==> src/rtl/core/bpsd_pkg.sv <==
//------------------------------------------------------------------------------
// bpsd_pkg
// Shared types and constants of the binary patch stream decoder.
//------------------------------------------------------------------------------
`default_nettype none

package bpsd_pkg;

    localparam int ADDR_BITS = 32;

    typedef logic [ADDR_BITS-1:0] t_addr;

    localparam logic [1:0] OP_WRITE = 2'd0;
    localparam logic [1:0] OP_COPY  = 2'd1;
    localparam logic [1:0] OP_ERROR = 2'd2;

    localparam logic [1:0] ERR_NONE      = 2'd0;
    localparam logic [1:0] ERR_DELETE    = 2'd1;
    localparam logic [1:0] ERR_EQUAL     = 2'd2;
    localparam logic [1:0] ERR_BACKTRACK = 2'd3;

    localparam logic [2:0] CFG_ESCAPE    = 3'd0;
    localparam logic [2:0] CFG_MODIFY    = 3'd1;
    localparam logic [2:0] CFG_INSERT    = 3'd2;
    localparam logic [2:0] CFG_DELETE    = 3'd3;
    localparam logic [2:0] CFG_EQUAL     = 3'd4;
    localparam logic [2:0] CFG_BACKTRACK = 3'd5;

    localparam logic [7:0] RST_ESCAPE    = 8'd167;
    localparam logic [7:0] RST_MODIFY    = 8'd166;
    localparam logic [7:0] RST_INSERT    = 8'd165;
    localparam logic [7:0] RST_DELETE    = 8'd164;
    localparam logic [7:0] RST_EQUAL     = 8'd163;
    localparam logic [7:0] RST_BACKTRACK = 8'd162;

    localparam logic [7:0] LEAD_SHORT = 8'd252;
    localparam logic [7:0] LEAD_16    = 8'd253;
    localparam logic [7:0] LEAD_32    = 8'd254;
    localparam logic [7:0] LEAD_BAD   = 8'd255;

    localparam logic [2:0] OFF_MAX_BYTES = 3'd5;

    typedef struct packed {
        logic [7:0] esc_code;
        logic [7:0] mod_code;
        logic [7:0] ins_code;
        logic [7:0] del_code;
        logic [7:0] eql_code;
        logic [7:0] bkt_code;
    } t_cfg;

    typedef struct packed {
        logic        two;
        logic [1:0]  kind;
        logic [31:0] dest0;
        logic [31:0] dest1;
        logic [31:0] src;
        logic [7:0]  data0;
        logic [7:0]  data1;
        logic [30:0] len;
        logic [1:0]  err;
    } t_pair;

endpackage

`default_nettype wire

==> src/rtl/core/bpsd_decode.sv <==
//------------------------------------------------------------------------------
// bpsd_decode
// Input register, decoder state and per-byte decode into a result pair.
//------------------------------------------------------------------------------
`default_nettype none

module bpsd_decode (
    input  wire logic           i_clk,
    input  wire logic           i_rst_n,
    input  wire bpsd_pkg::t_cfg i_cfg,
    input  wire logic           i_valid,
    input  wire logic [7:0]     i_patch_byte,
    output logic                o_stall,
    input  wire logic           i_q_full,
    output logic                o_push,
    output bpsd_pkg::t_pair     o_pair
);
    import bpsd_pkg::*;

    typedef enum logic [2:0] {
        MODE_NONE,
        MODE_MODIFY,
        MODE_INSERT,
        MODE_DELETE,
        MODE_EQUAL,
        MODE_BACKTRACK
    } t_mode;

    logic        r_in_valid;
    logic [7:0]  r_in_byte;
    t_mode       r_mode;
    t_mode       n_mode;
    logic        r_pend;
    logic        n_pend;
    logic [2:0]  r_cnt;
    logic [2:0]  n_cnt;
    logic [2:0]  r_need;
    logic [2:0]  n_need;
    t_addr       r_orig;
    t_addr       n_orig;
    t_addr       r_dest;
    t_addr       n_dest;
    logic [23:0] r_acc;

    logic        fire;
    logic        accept;
    logic        acc_we;
    logic [1:0]  nres;
    t_mode       cmd;
    logic        is_off;
    logic        lead;
    logic        stuck;
    logic [2:0]  need_eff;
    logic [2:0]  cnt_inc;
    logic        complete;
    logic [31:0] off_val;
    logic [1:0]  off_err;
    logic [1:0]  nlit;
    logic [7:0]  lit0;
    logic [7:0]  lit1;
    t_pair       pair;
    logic [7:0]  b;

    assign b       = r_in_byte;
    assign fire    = r_in_valid && !i_q_full;
    assign o_stall = r_in_valid && !fire;
    assign accept  = i_valid && !o_stall;
    assign o_push  = fire && (nres != 2'd0);
    assign o_pair  = pair;

    always_comb begin
        if (b == i_cfg.mod_code) begin
            cmd = MODE_MODIFY;
        end else if (b == i_cfg.ins_code) begin
            cmd = MODE_INSERT;
        end else if (b == i_cfg.del_code) begin
            cmd = MODE_DELETE;
        end else if (b == i_cfg.eql_code) begin
            cmd = MODE_EQUAL;
        end else if (b == i_cfg.bkt_code) begin
            cmd = MODE_BACKTRACK;
        end else begin
            cmd = MODE_NONE;
        end
    end

    always_comb begin
        is_off  = (r_mode == MODE_DELETE) || (r_mode == MODE_EQUAL) ||
                  (r_mode == MODE_BACKTRACK);
        lead    = (r_cnt == 3'd0);
        stuck   = ((r_cnt != 3'd0) && (r_cnt == r_need)) || (r_cnt >= OFF_MAX_BYTES);
        cnt_inc = r_cnt + 3'd1;
        if (lead) begin
            if (b == LEAD_32) begin
                need_eff = 3'd5;
            end else if (b == LEAD_16) begin
                need_eff = 3'd3;
            end else if (b == LEAD_SHORT) begin
                need_eff = 3'd2;
            end else begin
                need_eff = 3'd1;
            end
        end else begin
            need_eff = r_need;
        end
        complete = (cnt_inc == need_eff);
        case (need_eff)
            3'd1:    off_val = 32'(b) + 32'd1;
            3'd2:    off_val = 32'(LEAD_SHORT) + 32'(b) + 32'd1;
            3'd3:    off_val = {16'd0, r_acc[7:0], b};
            default: off_val = {r_acc[23:0], b};
        endcase
        case (r_mode)
            MODE_DELETE: off_err = ERR_DELETE;
            MODE_EQUAL:  off_err = ERR_EQUAL;
            default:     off_err = ERR_BACKTRACK;
        endcase
    end

    always_comb begin
        n_mode = r_mode;
        n_pend = r_pend;
        n_cnt  = r_cnt;
        n_need = r_need;
        n_orig = r_orig;
        n_dest = r_dest;
        acc_we = 1'b0;
        nres   = 2'd0;
        nlit   = 2'd0;
        lit0   = b;
        lit1   = b;
        pair   = '0;
        if (is_off) begin
            n_pend = 1'b0;
            if (stuck) begin
                nres      = 2'd1;
                pair.kind = OP_ERROR;
                pair.err  = off_err;
            end else begin
                n_cnt  = cnt_inc;
                acc_we = !lead;
                if (lead) begin
                    n_need = need_eff;
                end
                if (lead && (b == LEAD_BAD)) begin
                    n_need    = 3'd1;
                    nres      = 2'd1;
                    pair.kind = OP_ERROR;
                    pair.err  = off_err;
                end else if (complete && (off_val != 32'd0)) begin
                    if (off_val[31]) begin
                        nres      = 2'd1;
                        pair.kind = OP_ERROR;
                        pair.err  = off_err;
                    end else begin
                        n_mode = MODE_NONE;
                        if (r_mode == MODE_DELETE) begin
                            n_orig = r_orig + t_addr'(off_val);
                        end else if (r_mode == MODE_BACKTRACK) begin
                            n_orig = r_orig - t_addr'(off_val);
                        end else begin
                            nres      = 2'd1;
                            pair.kind = OP_COPY;
                            pair.dest0 = 32'(r_dest);
                            pair.src  = 32'(r_orig);
                            pair.len  = off_val[30:0];
                            n_dest    = r_dest + t_addr'(off_val);
                            n_orig    = r_orig + t_addr'(off_val);
                        end
                    end
                end
            end
        end else begin
            if (r_pend) begin
                n_pend = 1'b0;
                if (cmd != MODE_NONE) begin
                    n_mode = cmd;
                    n_cnt  = 3'd0;
                    n_need = 3'd0;
                end else if (b == i_cfg.esc_code) begin
                    nlit = 2'd1;
                end else begin
                    nlit = 2'd2;
                    lit0 = i_cfg.esc_code;
                end
            end else begin
                n_pend = (b == i_cfg.esc_code);
                if (b != i_cfg.esc_code) begin
                    nlit = 2'd1;
                end
            end
            if (nlit != 2'd0) begin
                nres     = nlit;
                pair.two = (nlit == 2'd2);
                if ((r_mode == MODE_MODIFY) || (r_mode == MODE_INSERT)) begin
                    pair.kind  = OP_WRITE;
                    pair.dest0 = 32'(r_dest);
                    pair.dest1 = 32'(r_dest + t_addr'(1));
                    pair.data0 = lit0;
                    pair.data1 = lit1;
                    n_dest     = r_dest + t_addr'(nlit);
                    if (r_mode == MODE_MODIFY) begin
                        n_orig = r_orig + t_addr'(nlit);
                    end
                end else begin
                    pair.kind = OP_ERROR;
                    pair.err  = ERR_NONE;
                end
            end
        end
    end

    always_ff @(posedge i_clk) begin
        if (!i_rst_n) begin
            r_in_valid <= 1'b0;
            r_mode     <= MODE_NONE;
            r_pend     <= 1'b0;
            r_cnt      <= 3'd0;
            r_need     <= 3'd0;
            r_orig     <= '0;
            r_dest     <= '0;
        end else begin
            if (accept) begin
                r_in_valid <= 1'b1;
            end else if (fire) begin
                r_in_valid <= 1'b0;
            end
            if (fire) begin
                r_mode <= n_mode;
                r_pend <= n_pend;
                r_cnt  <= n_cnt;
                r_need <= n_need;
                r_orig <= n_orig;
                r_dest <= n_dest;
            end
        end
    end

    always_ff @(posedge i_clk) begin
        if (accept) begin
            r_in_byte <= i_patch_byte;
        end
        if (fire && acc_we) begin
            r_acc <= {r_acc[15:0], b};
        end
    end

endmodule

`default_nettype wire

==> src/rtl/core/bpsd_outq.sv <==
//------------------------------------------------------------------------------
// bpsd_outq
// Two-entry result queue that unpacks each result pair into single items.
//------------------------------------------------------------------------------
`default_nettype none

module bpsd_outq (
    input  wire logic            i_clk,
    input  wire logic            i_rst_n,
    input  wire logic            i_push,
    input  wire bpsd_pkg::t_pair i_pair,
    output logic                 o_full,
    output logic                 o_valid,
    input  wire logic            i_stall,
    output logic [1:0]           o_op_kind,
    output logic [31:0]          o_dest_addr,
    output logic [31:0]          o_src_addr,
    output logic [7:0]           o_data_byte,
    output logic [30:0]          o_copy_length,
    output logic [1:0]           o_error_code,
    output logic                 o_last_of_run
);
    import bpsd_pkg::*;

    t_pair      r_mem [2];
    logic       r_wr_ptr;
    logic       r_rd_ptr;
    logic [1:0] r_count;
    logic       r_sub;
    t_pair      head;
    logic       pop;
    logic       entry_done;

    assign head       = r_mem[r_rd_ptr];
    assign o_full     = (r_count == 2'd2);
    assign o_valid    = (r_count != 2'd0);
    assign pop        = o_valid && !i_stall;
    assign entry_done = pop && (r_sub || !head.two);

    assign o_op_kind     = head.kind;
    assign o_dest_addr   = r_sub ? head.dest1 : head.dest0;
    assign o_src_addr    = head.src;
    assign o_data_byte   = r_sub ? head.data1 : head.data0;
    assign o_copy_length = head.len;
    assign o_error_code  = head.err;
    assign o_last_of_run = r_sub || !head.two;

    always_ff @(posedge i_clk) begin
        if (!i_rst_n) begin
            r_wr_ptr <= 1'b0;
            r_rd_ptr <= 1'b0;
            r_count  <= 2'd0;
            r_sub    <= 1'b0;
        end else begin
            if (i_push) begin
                r_wr_ptr <= !r_wr_ptr;
            end
            if (entry_done) begin
                r_rd_ptr <= !r_rd_ptr;
                r_sub    <= 1'b0;
            end else if (pop) begin
                r_sub <= 1'b1;
            end
            r_count <= r_count + 2'(i_push) - 2'(entry_done);
        end
    end

    always_ff @(posedge i_clk) begin
        if (i_push) begin
            r_mem[r_wr_ptr] <= i_pair;
        end
    end

endmodule

`default_nettype wire

==> src/rtl/core/binary_patch_stream_decoder_unit.sv <==
//------------------------------------------------------------------------------
// binary_patch_stream_decoder_unit
// Escape-coded binary patch decoder producing byte writes, copy runs and errors.
//------------------------------------------------------------------------------
// The block takes one patch byte per cycle while o_stall is low. A byte is
// decoded while it sits in the input register, against the mode, escape and
// offset state, and its results enter a two-entry queue that feeds the
// output once the queue has room; the first result of a byte is offered from
// the queue. Most bytes give at most one result and flow at one item per cycle
// while the output does not stall. An escape followed by a plain byte gives two
// results, which leave one after the other and can hold the input under a steady stream.
`default_nettype none

module binary_patch_stream_decoder_unit (
    input  wire logic        i_clk,
    input  wire logic        i_rst_n,
    input  wire logic        i_cfg_wr_en,
    input  wire logic [2:0]  i_cfg_index,
    input  wire logic [7:0]  i_cfg_wdata,
    input  wire logic        i_valid,
    output logic             o_stall,
    input  wire logic [7:0]  i_patch_byte,
    output logic             o_valid,
    input  wire logic        i_stall,
    output logic [1:0]       o_op_kind,
    output logic [31:0]      o_dest_addr,
    output logic [31:0]      o_src_addr,
    output logic [7:0]       o_data_byte,
    output logic [30:0]      o_copy_length,
    output logic [1:0]       o_error_code,
    output logic             o_last_of_run
);
    import bpsd_pkg::*;

    t_cfg  r_cfg;
    t_pair pair;
    logic  push;
    logic  q_full;

    always_ff @(posedge i_clk) begin
        if (!i_rst_n) begin
            r_cfg.esc_code <= RST_ESCAPE;
            r_cfg.mod_code <= RST_MODIFY;
            r_cfg.ins_code <= RST_INSERT;
            r_cfg.del_code <= RST_DELETE;
            r_cfg.eql_code <= RST_EQUAL;
            r_cfg.bkt_code <= RST_BACKTRACK;
        end else if (i_cfg_wr_en) begin
            unique case (i_cfg_index)
                CFG_ESCAPE:    r_cfg.esc_code <= i_cfg_wdata;
                CFG_MODIFY:    r_cfg.mod_code <= i_cfg_wdata;
                CFG_INSERT:    r_cfg.ins_code <= i_cfg_wdata;
                CFG_DELETE:    r_cfg.del_code <= i_cfg_wdata;
                CFG_EQUAL:     r_cfg.eql_code <= i_cfg_wdata;
                CFG_BACKTRACK: r_cfg.bkt_code <= i_cfg_wdata;
                default: begin
                end
            endcase
        end
    end

    bpsd_decode u_decode (
        .i_clk        (i_clk),
        .i_rst_n      (i_rst_n),
        .i_cfg        (r_cfg),
        .i_valid      (i_valid),
        .i_patch_byte (i_patch_byte),
        .o_stall      (o_stall),
        .i_q_full     (q_full),
        .o_push       (push),
        .o_pair       (pair)
    );

    bpsd_outq u_outq (
        .i_clk         (i_clk),
        .i_rst_n       (i_rst_n),
        .i_push        (push),
        .i_pair        (pair),
        .o_full        (q_full),
        .o_valid       (o_valid),
        .i_stall       (i_stall),
        .o_op_kind     (o_op_kind),
        .o_dest_addr   (o_dest_addr),
        .o_src_addr    (o_src_addr),
        .o_data_byte   (o_data_byte),
        .o_copy_length (o_copy_length),
        .o_error_code  (o_error_code),
        .o_last_of_run (o_last_of_run)
    );

    a_no_push_when_full: assert property (@(posedge i_clk) disable iff (!i_rst_n)
        push |-> !q_full)
        else $error("result pushed into a full queue");

    a_second_follows: assert property (@(posedge i_clk) disable iff (!i_rst_n)
        (o_valid && !i_stall && !o_last_of_run) |=> o_valid)
        else $error("second result of a byte went missing");

    a_pair_not_copy: assert property (@(posedge i_clk) disable iff (!i_rst_n)
        (o_valid && !o_last_of_run) |-> (o_op_kind != OP_COPY))
        else $error("copy run reported as part of a pair");

    a_copy_nonzero: assert property (@(posedge i_clk) disable iff (!i_rst_n)
        (o_valid && (o_op_kind == OP_COPY)) |-> (o_copy_length != 31'd0))
        else $error("copy run with zero length");

endmodule

`default_nettype wire

==> config.mk <==
export PLATFORM = sky130hd
export DESIGN_NAME = binary_patch_stream_decoder_unit
export DESIGN_NICKNAME = d
export VERILOG_FILES = /design/src/rtl/core/bpsd_pkg.sv /design/src/rtl/core/bpsd_decode.sv /design/src/rtl/core/bpsd_outq.sv /design/src/rtl/core/binary_patch_stream_decoder_unit.sv
export SDC_FILE = /design/constraint.sdc
export NUM_CORES = 1
export LEC_CHECK = 0
export ABC_AREA = 1
export ABC_CLOCK_PERIOD_IN_PS = 9500
export BUFFER_PORTS_ARGS = -buffer_cell sky130_fd_sc_hd__buf_2
export CAP_MARGIN = 20
export CORE_MARGIN = 2
export CORE_UTILIZATION = 50
export DETAILED_ROUTE_END_ITERATION = 7
export GPL_TIMING_DRIVEN = 0
export PLACE_DENSITY = 0.7
export SYNTH_ARGS = -nofsm -noshare
export SYNTH_HDL_FRONTEND = slang
export SYNTH_SLANG_ARGS = --single-unit
==> constraint.sdc <==
create_clock -name i_clk -period 9.5 [get_ports i_clk]
set_clock_uncertainty 0.15 [all_clocks]
set_input_delay 1.425 -clock i_clk [delete_from_list [all_inputs] [get_ports i_clk]]
set_output_delay 1.425 -clock i_clk [all_outputs]
set_load 0.1 [all_outputs]
Word-level counts from Yosys, hierarchy flattened
Memories as Yosys holds them, arrays and structs flattened. A register that Yosys moved wholly into a read port is not among the register bits.
Cells that the tools add are included.
{"block": "op_classes", "n_addsub": 12, "magnitude_cmp": 1, "eq_ne": 35, "mux": 109, "n_bitwise": 1, "n_reduce_logical": 49}
{"op": "32-bit 2-to-1 mux", "n": 31}
{"op": "31-bit 2-to-1 mux", "n": 6}
{"op": "34-bit 2-to-1 mux", "n": 3}
{"op": "32-bit case mux with 3 select lines", "n": 1}
{"op": "3-bit 2-to-1 mux", "n": 23}
{"op": "67-bit 2-to-1 mux", "n": 1}
{"op": "33-bit 2-to-1 mux", "n": 2}
{"op": "32-bit by 1-bit adder with 32-bit output, second input constant", "n": 2}
{"op": "32-bit by 2-bit adder with 32-bit output", "n": 2}
{"op": "32-bit adder", "n": 2}
{"op": "64-bit 2-to-1 mux", "n": 1}
{"op": "8-bit == test", "n": 6}
{"op": "16-bit 2-to-1 mux", "n": 3}
{"op": "2-bit 2-to-1 mux", "n": 20}
{"op": "8-bit == test, second input constant", "n": 4}
{"op": "8-bit 2-to-1 mux", "n": 4}
{"op": "32-bit nonzero test", "n": 1}
{"op": "32-bit subtractor", "n": 1}
{"op": "3-bit by 2-bit == test with 1-bit output, second input constant", "n": 6}
{"op": "2-bit nonzero test", "n": 9}
{"op": "1-bit 2-to-1 mux", "n": 13}
{"op": "3-bit == test, second input constant", "n": 4}
{"op": "2-bit != test, second input constant", "n": 6}
{"op": "2-bit AND reduction", "n": 6}
{"op": "24 further kinds", "n": 50}
{"block": "totals", "regBits": 160, "mem_bits_rw": 296, "inputBits": 24, "n_memories": 1}
{"name": "u_outq.r_mem", "depth": 2, "width": 148, "read_ports": 1, "rd_ports_with_merged_regs": 1, "write_ports": 1, "line_no": "bpsd_outq.sv:25", "source": "t_pair r_mem [2];"}

Longest topological paths before layout
Gate-level depths: netlist of the first run.
{"block": "depth", "word_depth": 17, "ltp_mapped": 34}

Hierarchy
Synthesis of the first run repeated with hierarchy kept, for this count alone.
{"block": "hier_totals", "hier_cells": 3360, "area_unflattened_um2": 26755.7}
{"module": "bpsd_decode", "instances": 1, "cells_each": 2319, "area_each_um2": 13804.5, "seq_area_each_um2": 2462.4}
{"module": "bpsd_outq", "instances": 1, "cells_each": 781, "area_each_um2": 11105.7, "seq_area_each_um2": 9008.6}
{"module": "binary_patch_stream_decoder_unit", "instances": 1, "cells_each": 260, "area_each_um2": 1845.5, "seq_area_each_um2": 960.9}

Worst setup path after synthesis of the first run
OpenSTA, ideal clock, no wires.
{"block": "synth_path", "path_type": "register to register", "startpoint": "register u_decode.r_in_byte[0], in the netlist u_decode.b[0]", "endpoint": "memory u_outq.r_mem[0][0] (netlist name) (enable)", "arrival_time_ns": 8.600, "path_slack_ns": 0.092, "stages_incl_launch_ff": 23, "n_path_buf": 1, "synth_period_minus_slack_ns": 9.408, "path_cell_list": "edfxtp_1 -> buf_2 -> inv_1 -> ha_1 -> nand2_1 -> inv_1 -> nand2_1 -> nand2_2 -> nand2_4 -> nand3_2 -> nor2_1 -> o21ai_0 -> o21ai_0 -> nor2_2 -> nand3_1 -> nor2_2 -> nand2_4 -> nand3_1 -> nand2_1 -> nand2_1 -> nand2_1 -> nand2_1 -> nor2_1"}
{"block": "synth_between", "elab_chain_len": 17, "word_cells_on_any_way": 48}
{"element": "from (decl)", "line_no": "bpsd_decode.sv:30", "source": "logic [7:0] r_in_byte;"}
{"element": "from (signal assigned)", "line_no": "bpsd_decode.sv:241", "source": "r_in_byte <= i_patch_byte;"}
{"element": "parallel branches: the longest is 12 deep, another holds 32-bit by 1-bit adder with 32-bit output"}
{"element": "2-bit 2-to-1 mux (*)", "line_no": "bpsd_decode.sv:133", "source": "if (is_off) begin"}
{"element": "2-bit nonzero test (*)", "line_no": "bpsd_decode.sv:68", "source": "assign o_push = fire && (nres != 2'd0);"}
{"element": "1-bit logical AND (*)", "line_no": "bpsd_decode.sv:68"}
{"element": "1-bit 2-to-1 mux (*)", "line_no": "bpsd_outq.sv:69", "source": "if (i_push) begin"}
{"element": "1-bit 2-to-1 mux (implied by the code) (*)", "line_no": "bpsd_outq.sv:70", "source": "r_mem[r_wr_ptr] <= i_pair;"}
{"element": "to (decl)", "line_no": "bpsd_outq.sv:25"}
Every way passes the cells marked *. The select of a mux whose other input is x is not followed.

Worst setup path after layout of the first run
{"block": "layout_path", "startpoint": "register u_decode.r_in_byte[3], in the netlist u_decode.b[3]", "endpoint": "register u_decode.r_dest[22]"}
{"block": "layout_between", "elab_chain_len": 15, "word_cells_on_any_way": 54}
{"element": "parallel branches: the longest is 15 deep, another holds 32-bit by 1-bit adder with 32-bit output"}
{"element": "to (signal assigned)", "line_no": "bpsd_decode.sv:234", "source": "r_dest <= n_dest;"}
{"element": "to (decl)", "line_no": "bpsd_decode.sv:41", "source": "t_addr r_dest;"}
Several ways; the timed one is not identified. The select of a mux whose other input is x is not followed.
A chain may end at the register's enable or synchronous reset.

==> flow_summary.yaml, run 1 <==
setup_path:
  worst-setup-path-type: "register to register"
  critical_path_required_ns: 9.90
  end_kind: "register"
  path_buf_inv: 3
  slowest_stage: "nor2_2"
  start_kind: "register"
  crit_family: "simple AND/OR/NAND/NOR gates"
  cp.arrival_ns: 6.69
  path_max_fanout: 11
  critPathMaxStageDelay_ns: 0.53
logic_synthesis:
  synthCells: 3277
  yosys_register_bits: 457
  synth.yosys.seq_area_share_pct: 47.1
  synth.distinct_cells: 57
  synth_area_sq_um: 26400
  yosys_most_used_dff: "edfxtp_1"
  ys.warnings.count: 0
  async_flop_share_pct: 0
  synth_edf_count: 328
  avgSynthCellArea_sq_um: 8.05
  syn-num-nets: 3417
placed_design:
  gp_congestion: 0.964
  dpl.hpwl_um: 63700
  port_buffers: 132
  dp.cells: 4106
final_layout:
  area_growth_pct: 12.8
  multiInputGateArea_sq_um: 12200
  fin_nets: 3610
  regArea_sq_um: 12400
  drive_above_1_share_pct: 9.00
  instances_no_fill: 4200
  fillCellCount: 4932
  diodes: 0
pwr:
  swShare_pct: 42.0
  internal_power_mw: 3.69
  pwr-share-seq_pct: 36.3
  peakVddDrop_v: 0.000191
  power_density_nw_per_um2: 214
  leakage_nw: 12.6
  combPwrFrac_pct: 32.8
  p_sw_mw: 2.67
  clockPowerShare_pct: 31.0
sta:
  slew_violations: 0
  min_period_ns: 6.29
  finalCritPeriodShare_pct: 66.2
  max_clock_freq_ghz: 0.159
  worst_hold_slack_ns: 0.318
  tightest_slew_ns: 1.10
  hold_viol: 0
  finalSetupViolCount: 0
  rsz0062_at_grt: "false"
  relSlewSlack_pct: 26.6
global_routing:
  antenna_found_initial: 2
  grt-ovfl-total: 0
  grt_max_degree: 81
  grt_pass1_wl_um: 126000
  grt_pass1_vias: 21800
  grt_usage_pct: 30.5
clock_network:
  clk_path_buf_depth: 3
  numCtsBuffers: 50
  hold_buffers: 0
  cts-root-buf: "clkbuf_16"
  cts_num_sinks: 457
  post_cts_resized: 0
  clkLatencyLatePin_ns: 0.62
  post_cts_buffers: 0
  htree_levels: 2
  cts.clk_slew.worst_paths_ns: 0.06
  cts_tree: "yes"
route:
  drc: 0
  vias: 23600
  vias_per_cell: 5.61
  ant_nets: 0
  drt_iter0_markers: 2392
  firstDrtPassIters: 6
  wl_per_cell_um: 20.0
  finalWirelength_um: 84000
floorplan:
  start_util_pct: 50.4
  die_y_um: 234
  rows: 84
  die-area_sq_um: 54600
  fp.dieW_um: 234
  io_pins: 134
  coreArea_sq_um: 52300
flow_run:
  maxCapViolCount: 0
worst_hold_path:
  hold_class: "register to register"
outcome:
  status: "finished clean"
==> metrics by stage <==
stage,setup slack [ns],power [mW],utilization [%],cell area [sq um],TNS (ns)
6_report,3.21,6.35,56.8,29700,0
4_1_cts,3.25,6.38,56.8,29700,0
2_1_floorplan,0.0925,4.01,-,26400,0
3_3_place_gp,-4.48,4.43,53.3,27900,-660.37
3_5_place_dp,3.34,4.43,53.6,28100,0
5_1_grt,2.65,6.56,56.8,29700,0
==> cell usage after synthesis (all sizes together), types with 5 or more instances <==
cell type	instances	area, sq um
dfxtp	129	2580
nor4	23	144
o21a	5	37.5
o21ai	275	1380
edfxtp	328	9850
a21o	17	128
a221oi	5	43.8
nand2	722	2790
xnor2	28	245
nor3	46	235
clkbuf	80	300
inv	331	1240
o21bai	5	37.5
a21boi	5	37.5
nor2	513	1950
buf	46	246
o22ai	42	263
nand3	148	766
or2	11	68.8
nand4	40	269
o211ai	12	90.1
ha	112	1400
a31oi	15	93.8
xor2	85	744
a21oi	221	1110
==> layer usage <==
layer / wire (um) / track usage (%) / up-vias
met5: 0 / 0 / -
met1: 36400 / 43.0 / 11000
met4: 2670 / 9.71 / 0
li1: - / - / 11400
met2: 37300 / 47.5 / 1050
met3: 7600 / 5.47 / 142
==> cells by family after synthesis <==
group	share of synthesized area (%)
simple gates	23.9
compound gates	12.8
buf+inv	6.79
flops	47.1
fa+ha+maj	5.62
xor+xnor	3.75
==> final timing paths <==
path,cells past startpoint,slack [ns],endpoint,startpoint
worst max register to register,26,3.21,u_decode.r_dest[22],u_decode.b[3]
worst min-delay path,0,0.32,u_decode.r_acc[8],u_decode.r_acc[0]
worst max-delay path,26,3.21,u_decode.r_dest[22],u_decode.b[3]
worst min register to register,0,0.32,u_decode.r_acc[8],u_decode.r_acc[0]
==> area by class of cell <==
type	count	area share, %
flip-flops and latches	457	41.8
multi-input cells	2363	40.9
clock buffers	62	4.56
inverters	331	4.20
well taps	688	2.89
repair buffers	141	2.77
plain buffers	126	1.84
clock inverters	32	1.07
==> power by group through the flow <==
| stage | combinational (mW) | clock, mW | sequential (mW) |
|---|---|---|---|
| 2_1_floorplan | 1.66 | 0 | 2.36 |
| 3_3_place_gp | 2.05 | 0 | 2.39 |
| 3_5_place_dp | 2.08 | 0 | 2.35 |
| 4_1_cts | 2.09 | 1.99 | 2.30 |
| 5_1_grt | 2.17 | 2.07 | 2.31 |
| 6_report | 2.08 | 1.97 | 2.30 |
==> worst reg2reg max path: cells and delay by family, from the launching register on <==
kind	cells	cell delay, ns
buf+inv	3	0.73
simple gates	14	2.41
xor+xnor	1	0.16
fa+ha+maj	1	0.49
compound gates	7	1.78
flops	1	0.48
==> registers in the layout, summed over array words and instances, names as in the netlist, 3 cells and up, named ones only <==
| register | flops |
|---|---|
| u_outq.r_mem | 296 |
| u_decode.b | 8 |
| u_decode.r_need | 3 |
| u_decode.r_dest | 32 |
| u_decode.r_cnt | 3 |
| r_cfg | 48 |
| u_decode.r_orig | 32 |
| u_decode.r_acc | 24 |
| u_decode.r_mode | 3 |
==> cell usage in the layout (no fill, tap or decap), types with 37 or more instances in the layout <==
| cell type | Yosys | routed |
|---|---|---|
| nand2_1 | 707 | 707 |
| nor2_1 | 507 | 506 |
| edfxtp_1 | 328 | 328 |
| inv_1 | 320 | 319 |
| o21ai_0 | 270 | 270 |
| a21oi_1 | 220 | 220 |
| buf_2 | 26 | 158 |
| nand3_1 | 143 | 143 |
| dfxtp_1 | 129 | 129 |
| ha_1 | 112 | 112 |
| clkbuf_1 | 80 | 86 |
| xor2_1 | 85 | 85 |
| clkbuf_16 | 0 | 50 |
| nor3_1 | 45 | 44 |
| o22ai_1 | 42 | 42 |
| nand4_1 | 37 | 37 |
No activity file was read; power rests on OpenSTA's default activity.
==> run 2: changes to the inputs <==
Settings changed: ABC_AREA 1 to 0, ABC_CLOCK_PERIOD_IN_PS 9500 to 6070, PLACE_DENSITY 0.7 to 0.67.
Clock period 9.5 ns to 6.07 ns, I/O delays scaled along.
==> run 2 against run 1 <==
Effect of this change:
- design area is 1.4% lower
- maximum frequency increased by 6.3%
- cell count decreased by 20%
- sequential power rose by 58%
- global-route usage is 2.4 points lower
- non-clock buffer count increased by 15
- clock power increased by 56%
- sequential share of layout area is 0.60 points higher
- worst setup slack got worse by 3.1 ns
- critical endpoint is now u_decode.r_orig[21]
- largest cell class is now multi-input combinational cells
==> flow_summary.yaml, run 2 <==
floorplan:
  fp.dieW_um: 230
  coreArea_sq_um: 50300
  die_y_um: 230
  rows: 82
  die-area_sq_um: 53000
  io_pins: 134
  start_util_pct: 50.9
pwr:
  power_density_nw_per_um2: 329
  internal_power_mw: 5.98
  power_mw: 9.64
  combPwrFrac_pct: 30.5
  p_sw_mw: 3.66
  peakVddDrop_v: 0.000380
  swShare_pct: 38.0
  clockPowerShare_pct: 31.9
  pwr-share-seq_pct: 37.7
  leakage_nw: 10.9
logic_synthesis:
  ys.warnings.count: 0
  synth.yosys.seq_area_share_pct: 48.6
  yosys_register_bits: 457
  synthCells: 2455
  synth_area_leaders: "edfxtp_1 (39%), dfxtp_1 (10%), ha_1 (5.5%), nor2_1 (4.0%), mux4_2 (3.5%)"
  synth_edf_count: 328
  synth.distinct_cells: 89
  synthTopCellsByCount: "edfxtp_1 (328), nor2_1 (274), nand2_1 (227)"
  avgSynthCellArea_sq_um: 10.4
  yosysTopAreaCell: "edfxtp_1"
  synth.most_common_cell: "edfxtp_1"
  syn-num-nets: 2595
  synth_top_area_share_pct: 38.5
  synth_area_sq_um: 25600
  async_flop_share_pct: 0
  yosys_most_used_dff: "edfxtp_1"
sta:
  rsz0062_at_grt: "true"
  worst_hold_slack_ns: 0.307
  fin_ws_ns: 0.151
  finalSetupViolCount: 0
  min_period_ns: 5.92
  finalCritPeriodShare_pct: 97.5
  setup-tns-final_ns: 0
  max_clock_freq_ghz: 0.169
  relSlewSlack_pct: 30.8
  slew_violations: 0
  hold_viol: 0
  tightest_slew_ns: 1.01
final_layout:
  fillCellCount: 4285
  drive_above_1_share_pct: 17.1
  largestRegisters: "u_outq.r_mem x296, r_cfg x48"
  instances_no_fill: 3381
  max_flop_register: "u_outq.r_mem"
  final_common_cell: "edfxtp_1"
  area_growth_pct: 14.7
  largest_reg_flops: 296
  diodes: 0
  final_cell_mix: "edfxtp_1 (328), nor2_1 (274), nand2_1 (225)"
  design_area_sq_um: 29300
  fin_nets: 2807
  final_util_pct: 58.3
flow_run:
  maxCapViolCount: 0
global_routing:
  grt-ovfl-total: 0
  grt_pass1_wl_um: 115000
  grt_max_degree: 68
  grt_pass1_vias: 19500
  antenna_found_initial: 0
  grt_usage_pct: 28.1
clock_network:
  cts_tree: "yes"
  htree_levels: 2
  cts-root-buf: "clkbuf_16"
  clkLatencyLatePin_ns: 0.61
  numCtsBuffers: 51
  cts_num_sinks: 457
  clk_path_buf_depth: 3
  cts.clk_slew.worst_paths_ns: 0.06
route:
  drc: 0
  drt_iter0_markers: 1753
  firstDrtPassIters: 6
  vias: 20200
  vias_per_cell: 5.97
  finalWirelength_um: 75900
  ant_nets: 0
  wl_per_cell_um: 22.4
setup_path:
  critical_path_required_ns: 6.39
  start_kind: "register"
  worst-setup-path-type: "register to register"
  path_max_fanout: 10
  cp.arrival_ns: 6.24
  end_kind: "register"
  r2r_slack_ns: 0.15
placed_design:
  dpl.hpwl_um: 55300
  port_buffers: 133
  place_area_sq_um: 27300
  gp_congestion: 0.929
  pre_cts_slack_ns: -1.08
  dp.cells: 3271
outcome:
  status: "finished clean"
worst_hold_path:
  hold_class: "register to register"
[run 2: cell types whose count changed in the layout (fill, tap and decap cells not counted), moves of 58 or more]
cell,change
o21ai_0,-181
mux2_2,+68
nand2_1,-482
inv_1,-237
a21oi_1,-58
nand3_1,-71
xnor2_1,+62
nor2_1,-232
[run 2: per-layer routing]
metal  global-route usage, %  wire [um]  vias to the layer above
li1                        -          -                     9401
met5                       0          0                        -
met3                    4.66       4940                      162
met1                    37.4      32100                     9826
met4                    10.9       2990                        0
met2                    46.0      35800                      779
[run 2: final cells by class]
cell class | instances | area (sq um) | area share (%)
plain buffers | 123 | 582 | 1.98
clock buffers | 77 | 1480 | 5.03
clock inverters | 18 | 195 | 0.666
inverters | 87 | 334 | 1.14
multi-input cells | 1788 | 12500 | 42.6
flip-flops and latches | 457 | 12400 | 42.4
well taps | 672 | 841 | 2.87
repair buffers | 159 | 971 | 3.31
[run 2: path summary, 6_finish.rpt]
kind | depth (start not counted) | end | start
max | 24 | u_decode.r_orig[21] | u_decode.b[0]
min | 0 | u_decode.r_acc[4] | u_decode.b[4]
max reg2reg | 24 | u_decode.r_orig[21] | u_decode.b[0]
min reg2reg | 0 | u_decode.r_acc[4] | u_decode.b[4]
[run 2: power groups by stage]
stage | combinational (mW) | clock, mW | sequential, mW
2_1_floorplan | 2.42 | 0 | 3.69
3_3_place_gp | 2.87 | 0 | 3.71
3_5_place_dp | 2.93 | 0 | 3.70
4_1_cts | 2.95 | 3.11 | 3.63
5_1_grt | 3.05 | 3.24 | 3.65
6_report | 2.94 | 3.07 | 3.63
[run 2: logic make-up after synthesis]
| group | Yosys count | share of synthesized area, % |
|---|---|---|
| mux | 135 | 7.58 |
| flops | 457 | 48.6 |
| simple gates | 861 | 16.1 |
| compound gates | 530 | 13.5 |
| fa+ha+maj | 116 | 5.79 |
| xor+xnor | 146 | 5.03 |
| buf+inv | 210 | 3.40 |
[run 2: what timing repair did]
item,CTS,global route
pin swaps,10,9
gates resized for setup,32,36
endpoints found under the setup margin,112,21
setup buffers,13,2
gates cloned,0,0
hold buffers,0,0
[run 2: critical path: stages (launching register included)]
cell        delay, ns
edfxtp_1         0.39
buf_12           0.18
clkinvlp_4       0.13
ha_2             0.24
or4b_4           0.54
nor4_4           0.27
buf_4            0.18
nor2_2           0.10
and3_1           0.20
o21ai_2          0.21
xnor2_4          0.17
inv_1            0.10
ha_4             0.25
o211ai_1         0.22
o211ai_1         0.13
buf_4            0.16
a211oi_2         0.36
o221a_4          0.30
nor2_1           0.08
or2_2            0.32
a2111oi_1        0.58
a21oi_1          0.11
xnor2_1          0.16
a21oi_1          0.16
o22ai_1          0.08
